[src/hdl/bsp_pkg.sv]
// Shared types, codes and defaults of the blocked slot pool.
`default_nettype none
package bsp_pkg;

   localparam int SLOTS_PER_BLOCK_DEF = 64;
   localparam int NUM_BLOCKS_DEF      = 16;
   localparam int VALUE_BITS_DEF      = 32;

   localparam int KIND_W   = 2;
   localparam int VALUE_W  = 32;
   localparam int STATUS_W = 2;
   localparam int BLOCK_W  = 4;
   localparam int SLOT_W   = 6;
   localparam int TOTAL_W  = 11;

   typedef enum logic [KIND_W-1:0] {
      KIND_INSERT = 2'd0,
      KIND_ERASE  = 2'd1,
      KIND_CLEAR  = 2'd2,
      KIND_NOP    = 2'd3
   } kind_type;

   typedef enum logic [STATUS_W-1:0] {
      STAT_OK        = 2'd0,
      STAT_ZERO      = 2'd1,
      STAT_FULL      = 2'd2,
      STAT_NOT_FOUND = 2'd3
   } status_type;

   typedef enum logic [3:0] {
      OP_IDLE,
      OP_LOAD,       // capture request, rewind block and slot counters
      OP_CLEAR,      // drop all blocks
      OP_BLK_NEXT,   // advance block, rewind slot
      OP_SLOT_NEXT,  // advance slot
      OP_ALLOC,      // open the block under the block counter
      OP_READ_HEAD,  // read the freelist head entry of the current block
      OP_READ_SLOT,  // read the current slot entry
      OP_INS_COMMIT,
      OP_ERS_COMMIT,
      OP_EMIT
   } op_type;

   typedef struct packed {
      op_type     op;
      status_type status;
      logic       success;
   } cmd_type;

   typedef struct packed {
      kind_type kind;
      logic     value_zero;
      logic     blk_end;
      logic     pool_full;
      logic     head_avail;
      logic     blk_live;
      logic     slot_end;
      logic     match;
      logic     out_free;
   } sts_type;

endpackage
`default_nettype wire

[src/hdl/bsp_ctrl.sv]
// Request sequencer of the blocked slot pool.
`default_nettype none
module bsp_ctrl (
   input  wire logic              clock,
   input  wire logic              reset,
   input  wire logic              req_tvalid,
   output logic                   req_tready,
   input  wire bsp_pkg::sts_type  sts,
   output bsp_pkg::cmd_type       cmd
);

   typedef enum logic [3:0] {
      ST_IDLE,
      ST_DISPATCH,
      ST_INS_SCAN,
      ST_INS_READ,
      ST_INS_COMMIT,
      ST_ERS_BLK,
      ST_ERS_READ,
      ST_ERS_CHECK,
      ST_EMIT
   } state_type;

   state_type            state_ff, state_in;
   bsp_pkg::status_type  res_status_ff, res_status_in;
   logic                 res_ok_ff, res_ok_in;

   always_comb begin
      state_in      = state_ff;
      res_status_in = res_status_ff;
      res_ok_in     = res_ok_ff;
      cmd.op        = bsp_pkg::OP_IDLE;
      cmd.status    = res_status_ff;
      cmd.success   = res_ok_ff;
      req_tready    = 1'b0;
      unique case (state_ff)
         ST_IDLE: begin
            req_tready = 1'b1;
            if (req_tvalid) begin
               cmd.op   = bsp_pkg::OP_LOAD;
               state_in = ST_DISPATCH;
            end
         end
         ST_DISPATCH: begin
            res_status_in = bsp_pkg::STAT_OK;
            res_ok_in     = 1'b0;
            state_in      = ST_EMIT;
            if (sts.kind == bsp_pkg::KIND_CLEAR) begin
               cmd.op = bsp_pkg::OP_CLEAR;
            end else if (sts.kind == bsp_pkg::KIND_NOP) begin
               state_in = ST_EMIT;
            end else if (sts.value_zero) begin
               res_status_in = bsp_pkg::STAT_ZERO;
            end else if (sts.kind == bsp_pkg::KIND_INSERT) begin
               state_in = ST_INS_SCAN;
            end else begin
               state_in = ST_ERS_BLK;
            end
         end
         ST_INS_SCAN: begin
            if (sts.blk_end) begin
               if (sts.pool_full) begin
                  res_status_in = bsp_pkg::STAT_FULL;
                  state_in      = ST_EMIT;
               end else begin
                  cmd.op   = bsp_pkg::OP_ALLOC;
                  state_in = ST_INS_READ;
               end
            end else if (sts.head_avail) begin
               state_in = ST_INS_READ;
            end else begin
               cmd.op = bsp_pkg::OP_BLK_NEXT;
            end
         end
         ST_INS_READ: begin
            cmd.op   = bsp_pkg::OP_READ_HEAD;
            state_in = ST_INS_COMMIT;
         end
         ST_INS_COMMIT: begin
            cmd.op    = bsp_pkg::OP_INS_COMMIT;
            res_ok_in = 1'b1;
            state_in  = ST_EMIT;
         end
         ST_ERS_BLK: begin
            if (sts.blk_end) begin
               res_status_in = bsp_pkg::STAT_NOT_FOUND;
               state_in      = ST_EMIT;
            end else if (sts.blk_live) begin
               state_in = ST_ERS_READ;
            end else begin
               cmd.op = bsp_pkg::OP_BLK_NEXT;
            end
         end
         ST_ERS_READ: begin
            if (sts.slot_end) begin
               cmd.op   = bsp_pkg::OP_BLK_NEXT;
               state_in = ST_ERS_BLK;
            end else begin
               cmd.op   = bsp_pkg::OP_READ_SLOT;
               state_in = ST_ERS_CHECK;
            end
         end
         ST_ERS_CHECK: begin
            if (sts.match) begin
               cmd.op    = bsp_pkg::OP_ERS_COMMIT;
               res_ok_in = 1'b1;
               state_in  = ST_EMIT;
            end else begin
               cmd.op   = bsp_pkg::OP_SLOT_NEXT;
               state_in = ST_ERS_READ;
            end
         end
         ST_EMIT: begin
            if (sts.out_free) begin
               cmd.op   = bsp_pkg::OP_EMIT;
               state_in = ST_IDLE;
            end
         end
         default: begin
            state_in = ST_IDLE;
         end
      endcase
   end

   always_ff @(posedge clock) begin
      if (reset) begin
         state_ff      <= ST_IDLE;
         res_status_ff <= bsp_pkg::STAT_OK;
         res_ok_ff     <= 1'b0;
      end else begin
         state_ff      <= state_in;
         res_status_ff <= res_status_in;
         res_ok_ff     <= res_ok_in;
      end
   end

endmodule
`default_nettype wire

[config.mk]
export PLATFORM = sky130hd
export DESIGN_NAME = bsp_ctrl
export DESIGN_NICKNAME = d
export VERILOG_FILES = /design/src/hdl/bsp_pkg.sv /design/src/hdl/bsp_ctrl.sv
export SDC_FILE = /design/constraint.sdc
export NUM_CORES = 1
export LEC_CHECK = 0
export BUFFER_PORTS_ARGS = -buffer_cell sky130_fd_sc_hd__buf_4
export CAP_MARGIN = 20
export CORE_AREA = 4 4 41 43
export CTS_BUF_LIST = sky130_fd_sc_hd__clkbuf_8 sky130_fd_sc_hd__clkbuf_16
export DETAILED_ROUTE_END_ITERATION = 7
export DIE_AREA = 0 0 45 47
export PLACE_DENSITY = 0.82
export SKIP_LAST_GASP = 1
export SLEW_MARGIN = 20
export SYNTH_ARGS = -nofsm -noshare
export SYNTH_HDL_FRONTEND = slang
export SYNTH_SLANG_ARGS = --single-unit
[constraint.sdc]
create_clock -name clock -period 1.8 [get_ports clock]
set_input_delay 0.36 -clock clock [delete_from_list [all_inputs] [get_ports clock]]
set_output_delay 0.36 -clock clock [all_outputs]
set_load 0.05 [all_outputs]
==> summary.txt, run 1 <==
Synth
  – Sequential fraction of the synthesis area: 22.58%
  – Post-synth EDFFs: 0
  – Dominant synthesized flop cell: dfxtp_1
  – Mapped Nets: 100
  – Synthesized area per cell: 7.133 um2
  – Yosys top cell area share: 22.58%
  – Async set-or-reset flop fraction in the synthesized netlist: 0%
  – Synth top cells by count: nor2_1 (10), nand2_1 (8), a21oi_1 (7), dfxtp_1 (7), o21ai_0 (6)
  – Synth unique cells: 37
  – Post-Syn Instances: 87
  – Number of synthesized register bits: 7
  – YS warnings: 0
  – Top-count cell post-synth: nor2_1
  – Area leader, netlist: dfxtp_1
  – Synth area leaders: dfxtp_1 (23%), nor2_1 (6.0%), a21oi_1 (5.6%), nor2b_1 (5.0%), o21ai_0 (4.8%)
  – Mapped Area: 620.6 um2

GRT
  – Pin count of the biggest net entering global routing: 12
  – Total GRT Usage: 22.72%
  – First-pass GRT wire length: 3.415 mm
  – Initial antenna violation count: 0
  – Number of global-route vias before repair: 722
  – Remaining global-route overflow: 0

Final layout
  – Cell Count, Final, Fillers Out: 135
  – Design area: 1011 um2
  – ANT cells: 0
  – Area Overhead vs Synth: 62.90%
  – Fin nets: 134
  – Share of cells above drive strength 1: 46.67%

Setup path
  – CP cell instances: nor2b_2 -> nand3_1 -> o41a_1 -> o311ai_2 -> buf_6
  – Critical R2R Launch: state_ff[2]
  – Startpoint Class: register
  – Crit. End Element: primary output
  – CP max stage delay: 360 ps
  – Worst Path Max Fanout: 5
  – R2R cell count: 7
  – CP max stage cell: dfxtp_1
  – Crit path DAT: 1490 ps
  – Required time of the critical path: 1440 ps
  – WS Path Type: reg -> out
  – Worst setup startpoint: state_ff[3]

Detailed routing
  – DR WL met3: 291 um
  – Met2 WL: 1.179 mm
  – Final ANT Viol Nets: 0
  – Via count: 867
  – Vias per inst: 6.422
  – Detailed Route Iter0 Violations: 66
  – Top sig layer: met4
  – Detailed Routing Iterations Pass 1: 4
  – DRT met1 WL: 891 um
  – Routed length per instance: 18.03 um
  – # DRC: 0
  – Post-Route WL: 2.434 mm

Worst hold path
  – Worst Hold Launch: reset
  – Worst hold path class: in -> reg
  – Hold Path Stages: 2

Power and ir drop
  – Leak Pwr: 0.4366 nW
  – Worst vdd ir: 364.7 uV
  – Pwr dens: 626.6 nW/um2

Placed design
  – Placement Cell Area: 873.3 um2
  – Buffers on Ports: 20
  – Hpwl dp: 1.489 mm
  – Placed Cells: 126
  – Gp weighted congestion: 0.8368

Job
  – MaxCap Viol Count: 0

Die
  – IO Pins: 21
  – Die width: 45 um
  – Die height: 47 um
  – # rows: 13
  – Starting Density: 47.69%
  – Core box area: 1301 um2
  – Total Die Area: 2115 um2

Timing
  – Setup TNS: -47.70 ps
  – Fmax: 0.5412 GHz
  – # setup viols final: 1
  – Final max-slew violation count: 0
  – Fin. Hold Viols: 0
  – Worst-Margin Slew: 427.6 ps
  – Clock Skew: 1.387 ps
  – Tcrit/Tclk final: 102.7%
  – Unrepaired setup endpoints after global routing: yes
  – Crit path time final: 1848 ps
  – Rel. slew slack: 71.09%
  – Final worst slack: -47.70 ps

CTS
  – Clk Latency, worst-skew pair: 220 ps
  – Num CTS Buffers: 3
  – Clock Path Buffers: 2
  – Htree depth: 1
  – Worst-path clk slew: 40 ps
  – CTS Root Buffer Type: clkbuf_8
  – CTS tree: yes
  – Sink Count: 7

Status
  – Failing checks: negative setup slack
  – Status: finished, violations left
cell usage in the layout, fill, tap and decap left out, types with 2 or more instances in the layout:
cell	instances
a21oi_1	7
nand2_1	7
buf_4	29
buf_6	6
clkbuf_8	3
nand3_1	2
and3_1	2
inv_1	5
nor2b_2	2
nor2_2	2
o21ai_2	3
nor2b_1	3
a31oi_1	2
a211o_1	2
and3b_1	2
o21ai_0	5
nor2_1	8
dfxtp_1	5
layout make-up:
type | instances | area [um2]
multi-input combinational | 70 | 501.7
fill | 87 | 290.3
timing repair buffer | 35 | 285.3
sequential | 7 | 145.1
clock buffer | 3 | 41.29
tap | 15 | 18.77
inverter | 4 | 15.01
clock inverter | 1 | 3.754
critical path: cells and delay by family, from the launching register on:
family,cells,cell delay (ps)
compound gates,2,280
buf+inv,1,200
flops,1,360
simple gates,2,420
worst paths after layout:
kind	to	slack (ps)
hold / removal	res_status_ff[0]	360
setup reg to reg	res_status_ff[0]	40
setup / recovery	cmd[3]	-50
hold reg to reg	res_status_ff[1]	460
power breakdown:
group	switching, mW	total [mW]	internal [mW]
combinational	0.141	0.247	0.106
sequential	0.0106	0.174	0.164
clock	0.0650	0.212	0.147
total	0.217	0.633	0.417
per-stage QoR:
| stage | hold WS, ps | utilization, % | setup WS, ps | total power, mW |
|---|---|---|---|---|
| after global placement | 442.7 | 67.12 | 107.7 | 0.3825 |
| after floorplan | 422.4 | - | -201.8 | 0.3154 |
| after CTS | 348.0 | 74.42 | -12.42 | 0.6128 |
| after global routing | 361.2 | 77.69 | -82.82 | 0.6661 |
| after detailed placement | 445.5 | 67.12 | 96.76 | 0.3847 |
| final | 358.0 | 77.69 | -47.70 | 0.6335 |
state kept, by name, indices dropped and copies added (netlist names):
signal and flops:
state_ff 4, res_status_ff 2, res_ok_ff 1
layer usage:
layer,GRT usage (%),vias to the layer above
met5,0,-
met4,9.942,0
met3,4.215,13
met2,38.98,80
met1,27.69,386
li1,-,388
cell families (layout without fill, tap and decap cells):
kind of cell | Yosys count | after routing | synth area share (%)
flip-flops | 7 | 7 | 22.58
AND/OR/NAND/NOR | 41 | 41 | 37.91
AO/OA/AOI/OAI | 29 | 29 | 31.45
buffers and inverters | 10 | 43 | 8.063
timing repair:
item,CTS,global route
pin swaps,3,3
hold buffers,0,0
gates cloned,0,0
resized for setup,9,8
hold endpoints to repair,0,0
endpoints found under the setup margin,3,4
setup buffers,3,2
Note: power is estimated with default switching activity, not from simulation.
==> run 2: changes to the inputs <==
CELL_PAD_IN_SITES_DETAIL_PLACEMENT = 0   (was not set)
CELL_PAD_IN_SITES_GLOBAL_PLACEMENT = 1   (was not set)
CORE_AREA = not set   (was 4 4 41 43)
CORE_MARGIN = 4   (was not set)
CORE_UTILIZATION = 33   (was not set)
DIE_AREA = not set   (was 0 0 45 47)
PLACE_DENSITY = 0.76   (was 0.82)
==> summary.txt, run 2 (synthesis results as in run 1) <==
Status
  – Status: finished, final reports clean

GRT
  – Pin count of the biggest net entering global routing: 16 (+4)
  – First-pass GRT wire length: 3.153 mm (-7.7%)
  – Number of global-route vias before repair: 696 (-3.6%)
  – Initial antenna violation count: 0 (unchanged)
  – Remaining global-route overflow: 0 (unchanged)
  – Total GRT Usage: 15.52% (-7.2 points)

Timing
  – Clock Skew: 3.071 ps (+1.684 ps)
  – Fin. Hold Viols: 0 (unchanged)
  – Crit path time final: 1792 ps (-55.44 ps)
  – Unrepaired setup endpoints after global routing: yes
  – Fmax: 0.5580 GHz (+3.1%)
  – Worst-Margin Slew: 327.3 ps (-100.2 ps)
  – Final max-slew violation count: 0 (unchanged)
  – Final worst slack: 7.733 ps (+55.44 ps)
  – Rel. slew slack: 78.03% (+6.9 points)
  – # setup viols final: 0 (-1)
  – Tcrit/Tclk final: 99.57% (-3.1 points)

Setup path
  – Worst setup startpoint: state_ff[2]
  – R2R cell count: 6 (-1)
  – Required time of the critical path: 1440 ps (about the same)
  – Crit path DAT: 1430 ps (-60 ps)
  – Crit path capture: cmd[3]
  – WS Path Type: reg -> out
  – Critical R2R Launch: state_ff[2]
  – Flop-to-flop setup slack: 150 ps (+110 ps)
  – Reg-to-reg endpoint: res_status_ff[0]
  – Worst Path Max Fanout: 6 (+1)
  – CP max stage cell: o41a_1
  – CP max stage delay: 400 ps (+40 ps)
  – CP cell instances: buf_12 -> nor2_4 -> o41a_1 -> o311ai_2 -> buf_6
  – Startpoint Class: register
  – Crit. End Element: primary output

Final layout
  – Fillers: 157 (+80%)
  – Top flop regs: state_ff (4), res_status_ff (2), res_ok_ff (1)
  – Area Overhead vs Synth: 70.97%
  – Final design utilization: 60.79% (-17 points)
  – Most frequent cells in the layout: buf_4 (26), nand2_1 (8), nor2_1 (7), a21oi_1 (7)
  – Most common cell after layout, fill and taps aside: buf_4
  – Share of cells above drive strength 1: 47.06% (+0.39 points)
  – Flip-flop count of the largest register after layout: 4 (unchanged)
  – Fin nets: 133 (-0.75%)
  – Top reg by flops: state_ff
  – ANT cells: 0 (unchanged)

Detailed routing
  – Top sig layer: met4
  – Detailed Route Iter0 Violations: 29 (-56%)
  – Post-Route WL: 2.030 mm (-17%)
  – Met2 WL: 930 um (-21%)
  – Detailed Routing Iterations Pass 1: 4 (unchanged)
  – DRT met1 WL: 959 um (+7.6%)
  – Routed length per instance: 14.10 um (-22%)
  – # DRC: 0 (unchanged)
  – DR WL met3: 123 um (-58%)
  – Via count: 781 (-9.9%)
  – Vias per inst: 5.424 (-16%)
  – Final ANT Viol Nets: 0 (unchanged)

CTS
  – CTS tree: yes
  – Clk Latency, worst-skew pair: 230 ps (about the same)
  – Worst-path clk slew: 40 ps (about the same)
  – Sink Count: 7 (unchanged)
  – Num CTS Buffers: 3 (unchanged)
  – Htree depth: 1 (unchanged)
  – CTS Root Buffer Type: clkbuf_8
  – Clock Path Buffers: 2 (unchanged)

Power and ir drop
  – Worst vdd ir: 242.1 uV (-34%)
  – Int Pwr: 0.4164 mW (-0.11%)
  – Comb pwr share: 37.3% (-1.7 points)
  – Leak Pwr: 0.4395 nW (+0.66%)
  – Clk pwr share: 34.4% (+0.9 points)
  – Sequential share of power: 28.3% (+0.8 points)
  – Pwr dens: 594.0 nW/um2 (-5.2%)
  – Sw Share: 33.93% (-0.26 points)
  – Switching power: 0.2139 mW (-1.3%)

Die
  – Die width: 51.37 um (+14%)
  – Die height: 51.37 um (+9.3%)
  – # rows: 15 (+2)
  – Core box area: 1745 um2 (+34%)
  – Starting Density: 35.56% (-12 points)
  – Total Die Area: 2638 um2 (+25%)
  – IO Pins: 21 (unchanged)

Job
  – MaxCap Viol Count: 0 (unchanged)

Placed design
  – Buffers on Ports: 20 (unchanged)
  – Setup WS pre-CTS: 86.30 ps (-10.47 ps)
  – Gp weighted congestion: 0.8656 (+3.4%)
  – Hpwl dp: 1.446 mm (-2.9%)

Worst hold path
  – Worst Hold Launch: reset
  – Worst hold path class: in -> reg
-- run 2: changes by cell type in the layout (fill, tap and decap cells not counted), sizes merged --
cell and delta:
clkbuf +1, buf -2
-- run 2: worst max-delay path, delay by kind of cell (launching register included) --
| family | cells | cell delay (ps) |
|---|---|---|
| DFF | 1 | 340 |
| and+or+nand+nor | 1 | 30 |
| buffers and inverters | 2 | 320 |
| AOI/OAI and AO/OA | 2 | 500 |
-- run 2: how the worst min path moves through the flow --
stage / end / slack, ps / cells after the start
2_1_floorplan: res_status_ff[0] / 420 / 1
3_3_place_gp: res_status_ff[1] / 440 / 2
3_5_place_dp: res_ok_ff / 450 / 2
4_1_cts: state_ff[3] / 350 / 2
5_1_grt: state_ff[3] / 360 / 2
6_report: state_ff[3] / 360 / 2
-- run 2: power groups by stage --
| stage | clock network [mW] | registers [mW] | logic (mW) |
|---|---|---|---|
| after detailed placement | 0 | 0.177 | 0.215 |
| after floorplan | 0 | 0.175 | 0.140 |
| after CTS | 0.217 | 0.177 | 0.221 |
| after global routing | 0.230 | 0.179 | 0.248 |
| final | 0.217 | 0.178 | 0.235 |
| after global placement | 0 | 0.178 | 0.214 |
-- run 2: area by class of cell --
cell class,count,area [um2],share of cell area (%)
multi-input combinational,70,514.2,48.47
clock buffer,3,41.29,3.892
inverter,4,15.01,1.415
tap,25,31.28,2.948
clock inverter,1,3.754,0.3538
sequential,7,150.1,14.15
timing repair buffer,34,305.3,28.77
-- run 2: what timing repair did --
action | CTS | global route
setup endpoints to repair | 4 | 3
buffers inserted | 0 | 6
gates resized for setup | 7 | 12
hold buffers | 0 | 0
pin swaps | 0 | 6
endpoints found under the hold margin | 0 | 0
-- run 2: layer usage --
| layer | global-route usage (%) | vias up |
|---|---|---|
| met3 | 2.041 | 2 |
| met4 | 6.550 | 0 |
| met1 | 22.11 | 355 |
| met5 | 0 | - |
| met2 | 23.09 | 37 |
| li1 | - | 387 |
-- run 2: per-stage QoR --
stage | TNS (ps) | power, mW | instance area [um2] | instances | hold slack [ps]
3_5_place_dp | 0 | 0.3916 | 895.9 | 134 | 452.6
5_1_grt | -50.41 | 0.6573 | 1061 | 144 | 355.3
4_1_cts | -13.61 | 0.6149 | 962.2 | 138 | 352.6
6_report | 0 | 0.6302 | 1061 | 144 | 355.3
2_1_floorplan | -201.8 | 0.3154 | 664.4 | 87 | 422.4
3_3_place_gp | 0 | 0.3923 | 895.9 | 134 | 442.8
==> run 3: changes to the inputs <==
clock period = 1.95 ns   (was 1.8 ns; I/O delays follow)
==> summary.txt, run 3 (synthesis results as in run 1) <==
Power and ir drop
  – Worst vdd ir: 293.9 uV (+21%)
  – Switching power: 0.1838 mW (-14%)
  – Sequential share of power: 29.7% (+1.4 points)
  – Sw Share: 33.00% (-0.93 points)
  – Comb pwr share: 34.8% (-2.5 points)
  – Clk pwr share: 35.5% (+1.1 points)
  – Int Pwr: 0.3731 mW (-10%)
  – Leak Pwr: 0.3964 nW (-9.8%)
  – Pwr dens: 599.8 nW/um2 (+0.98%)

Setup path
  – Startpoint Class: register
  – Worst setup startpoint: state_ff[0]
  – WS Path Type: reg -> out
  – Crit. End Element: primary output
  – CP max stage cell: o41a_1
  – CP cell instances: buf_4 -> o41a_1 -> o311ai_2 -> buf_6
  – Critical R2R Launch: state_ff[2]
  – Crit-path leading delay family: compound AO/OA/AOI/OAI gates
  – CP max stage delay: 440 ps (+40 ps)
  – Required time of the critical path: 1560 ps (+120 ps)
  – Worst Path Max Fanout: 10 (+4)
  – Crit path DAT: 1510 ps (+80 ps)
  – Buffers and inverters on the worst path: 2 (unchanged)

GRT
  – Total GRT Usage: 16.67% (+1.1 points)
  – Remaining global-route overflow: 0 (unchanged)
  – Pin count of the biggest net entering global routing: 11 (-5)
  – First-pass GRT wire length: 3.298 mm (+4.6%)
  – Number of global-route vias before repair: 755 (+8.5%)
  – Initial antenna violation count: 0 (unchanged)

Die
  – Total Die Area: 2638 um2 (unchanged)
  – Die width: 51.37 um (unchanged)
  – Starting Density: 35.56% (unchanged)
  – IO Pins: 21 (unchanged)
  – Core box area: 1745 um2 (unchanged)
  – # rows: 15 (unchanged)
  – Die height: 51.37 um (unchanged)

CTS
  – Post-CTS setup buffer count: 0 (unchanged)
  – CTS Root Buffer Type: clkbuf_8
  – CTS tree: yes
  – Htree depth: 1 (unchanged)
  – Num CTS Buffers: 3 (unchanged)
  – Sink Count: 7 (unchanged)
  – Hold_buf cts: 0 (unchanged)
  – CTS-repair resized insts: 2 (-5)
  – Clk Latency, worst-skew pair: 230 ps (about the same)
  – Clock Path Buffers: 2 (unchanged)
  – Worst-path clk slew: 40 ps (about the same)

Timing
  – Worst-Margin Slew: 338.8 ps (+11.46 ps)
  – # setup viols final: 0 (unchanged)
  – Rel. slew slack: 77.26% (-0.77 points)
  – Fin. Hold Viols: 0 (unchanged)
  – Unrepaired setup endpoints after global routing: yes
  – Crit path time final: 1900 ps
  – Fmax: 0.5263 GHz
  – Hold_ws: 382.1 ps (+26.81 ps)
  – Final max-slew violation count: 0 (unchanged)
  – Clock Skew: 2.792 ps (-0.2785 ps)
  – Tcrit/Tclk final: 97.45%

Placed design
  – Buffers on Ports: 20 (unchanged)
  – Hpwl dp: 1.488 mm (+2.9%)
  – Gp weighted congestion: 0.8996 (+3.9%)
  – Placement Cell Area: 865.8 um2 (-3.4%)

Final layout
  – Top flop regs: state_ff (4), res_status_ff (2), res_ok_ff (1)
  – Design area: 928.4 um2 (-13%)
  – Top reg by flops: state_ff
  – Fin nets: 128 (-3.8%)
  – ANT cells: 0 (unchanged)
  – Most common cell after layout, fill and taps aside: buf_4
  – Share of cells above drive strength 1: 40.35% (-6.7 points)
  – Area Overhead vs Synth: 49.60%
  – Most frequent cells in the layout: buf_4 (27), nor2_1 (9), nand2_1 (8)
  – Final design utilization: 53.19% (-7.6 points)
  – Flip-flop count of the largest register after layout: 4 (unchanged)

Detailed routing
  – Routed length per instance: 13.99 um (-0.74%)
  – # DRC: 0 (unchanged)
  – Via count: 756 (-3.2%)
  – Detailed Route Iter0 Violations: 12 (-59%)
  – Vias per inst: 5.439 (+0.28%)
  – Final ANT Viol Nets: 0 (unchanged)
  – Post-Route WL: 1.945 mm (-4.2%)
  – Detailed Routing Iterations Pass 1: 4 (unchanged)

Worst hold path
  – Worst hold path class: in -> reg
  – Worst Hold Launch: reset

Job
  – MaxCap Viol Count: 0 (unchanged)

Status
  – Status: finished, final reports clean
==> run 3: cell types whose count changed in the layout (fill, tap and decap cells not counted), moves of 2 or more <==
cell,previous run,this run
buf_6,4,2
dfxtp_4,2,0
dfxtp_2,2,4
nor2_1,7,9
buf_12,3,0
==> run 3: cell type report <==
class                           instances  area (um2)
Clock inverter                          1       3.754
Timing Repair Buffer                   29       225.2
Fill cell                             182       817.0
Inverter                                4       15.01
Sequential cell                         7       145.1
Multi-Input combinational cell         70       466.7
Clock buffer                            3       41.29
Tap cell                               25       31.28
==> run 3: final timing paths <==
| check | end | depth (start not counted) | slack, ps |
|---|---|---|---|
| worst max-delay path | cmd[3] | 4 | 50 |
| worst min register to register | res_status_ff[1] | 2 | 460 |
| worst max register to register | res_status_ff[0] | 5 | 370 |
| worst min-delay path | res_status_ff[0] | 2 | 380 |
==> run 3: worst reg2reg max path, stage by stage (launching register included) <==
cell and delay, ps:
dfxtp_2 350, buf_4 170, buf_4 160, or3_4 400, a211o_1 320, a21oi_2 120
==> run 3: per-stage QoR <==
| stage | std cells | power [mW] | TNS, ps | setup slack [ps] |
|---|---|---|---|---|
| 2_1_floorplan | 87 | 0.2889 | -166.6 | -154.2 |
| 3_3_place_gp | 135 | 0.3555 | 0 | 188.6 |
| 3_5_place_dp | 135 | 0.3559 | 0 | 170.7 |
| 4_1_cts | 139 | 0.5603 | -4.488 | -4.488 |
| 5_1_grt | 139 | 0.5895 | -8.039 | -8.039 |
| 6_report | 139 | 0.5569 | 0 | 49.76 |
==> run 3: power groups by stage <==
stage | Sequential [mW] | Clock, mW | Combinational [mW]
after floorplan | 0.162 | 0 | 0.127
after global placement | 0.165 | 0 | 0.190
after detailed placement | 0.166 | 0 | 0.190
after CTS | 0.164 | 0.205 | 0.191
after global routing | 0.167 | 0.215 | 0.207
final | 0.165 | 0.197 | 0.194
==> run 3: routing by layer <==
metal | track usage [%] | up-vias | part of all wire (%)
met1 | 20.18 | 351 | 44
met4 | 6.550 | 0 | 1.4
met2 | 27.33 | 27 | 48
met5 | 0 | - | 0
met3 | 4.956 | 4 | 7.0
li1 | - | 374 | -
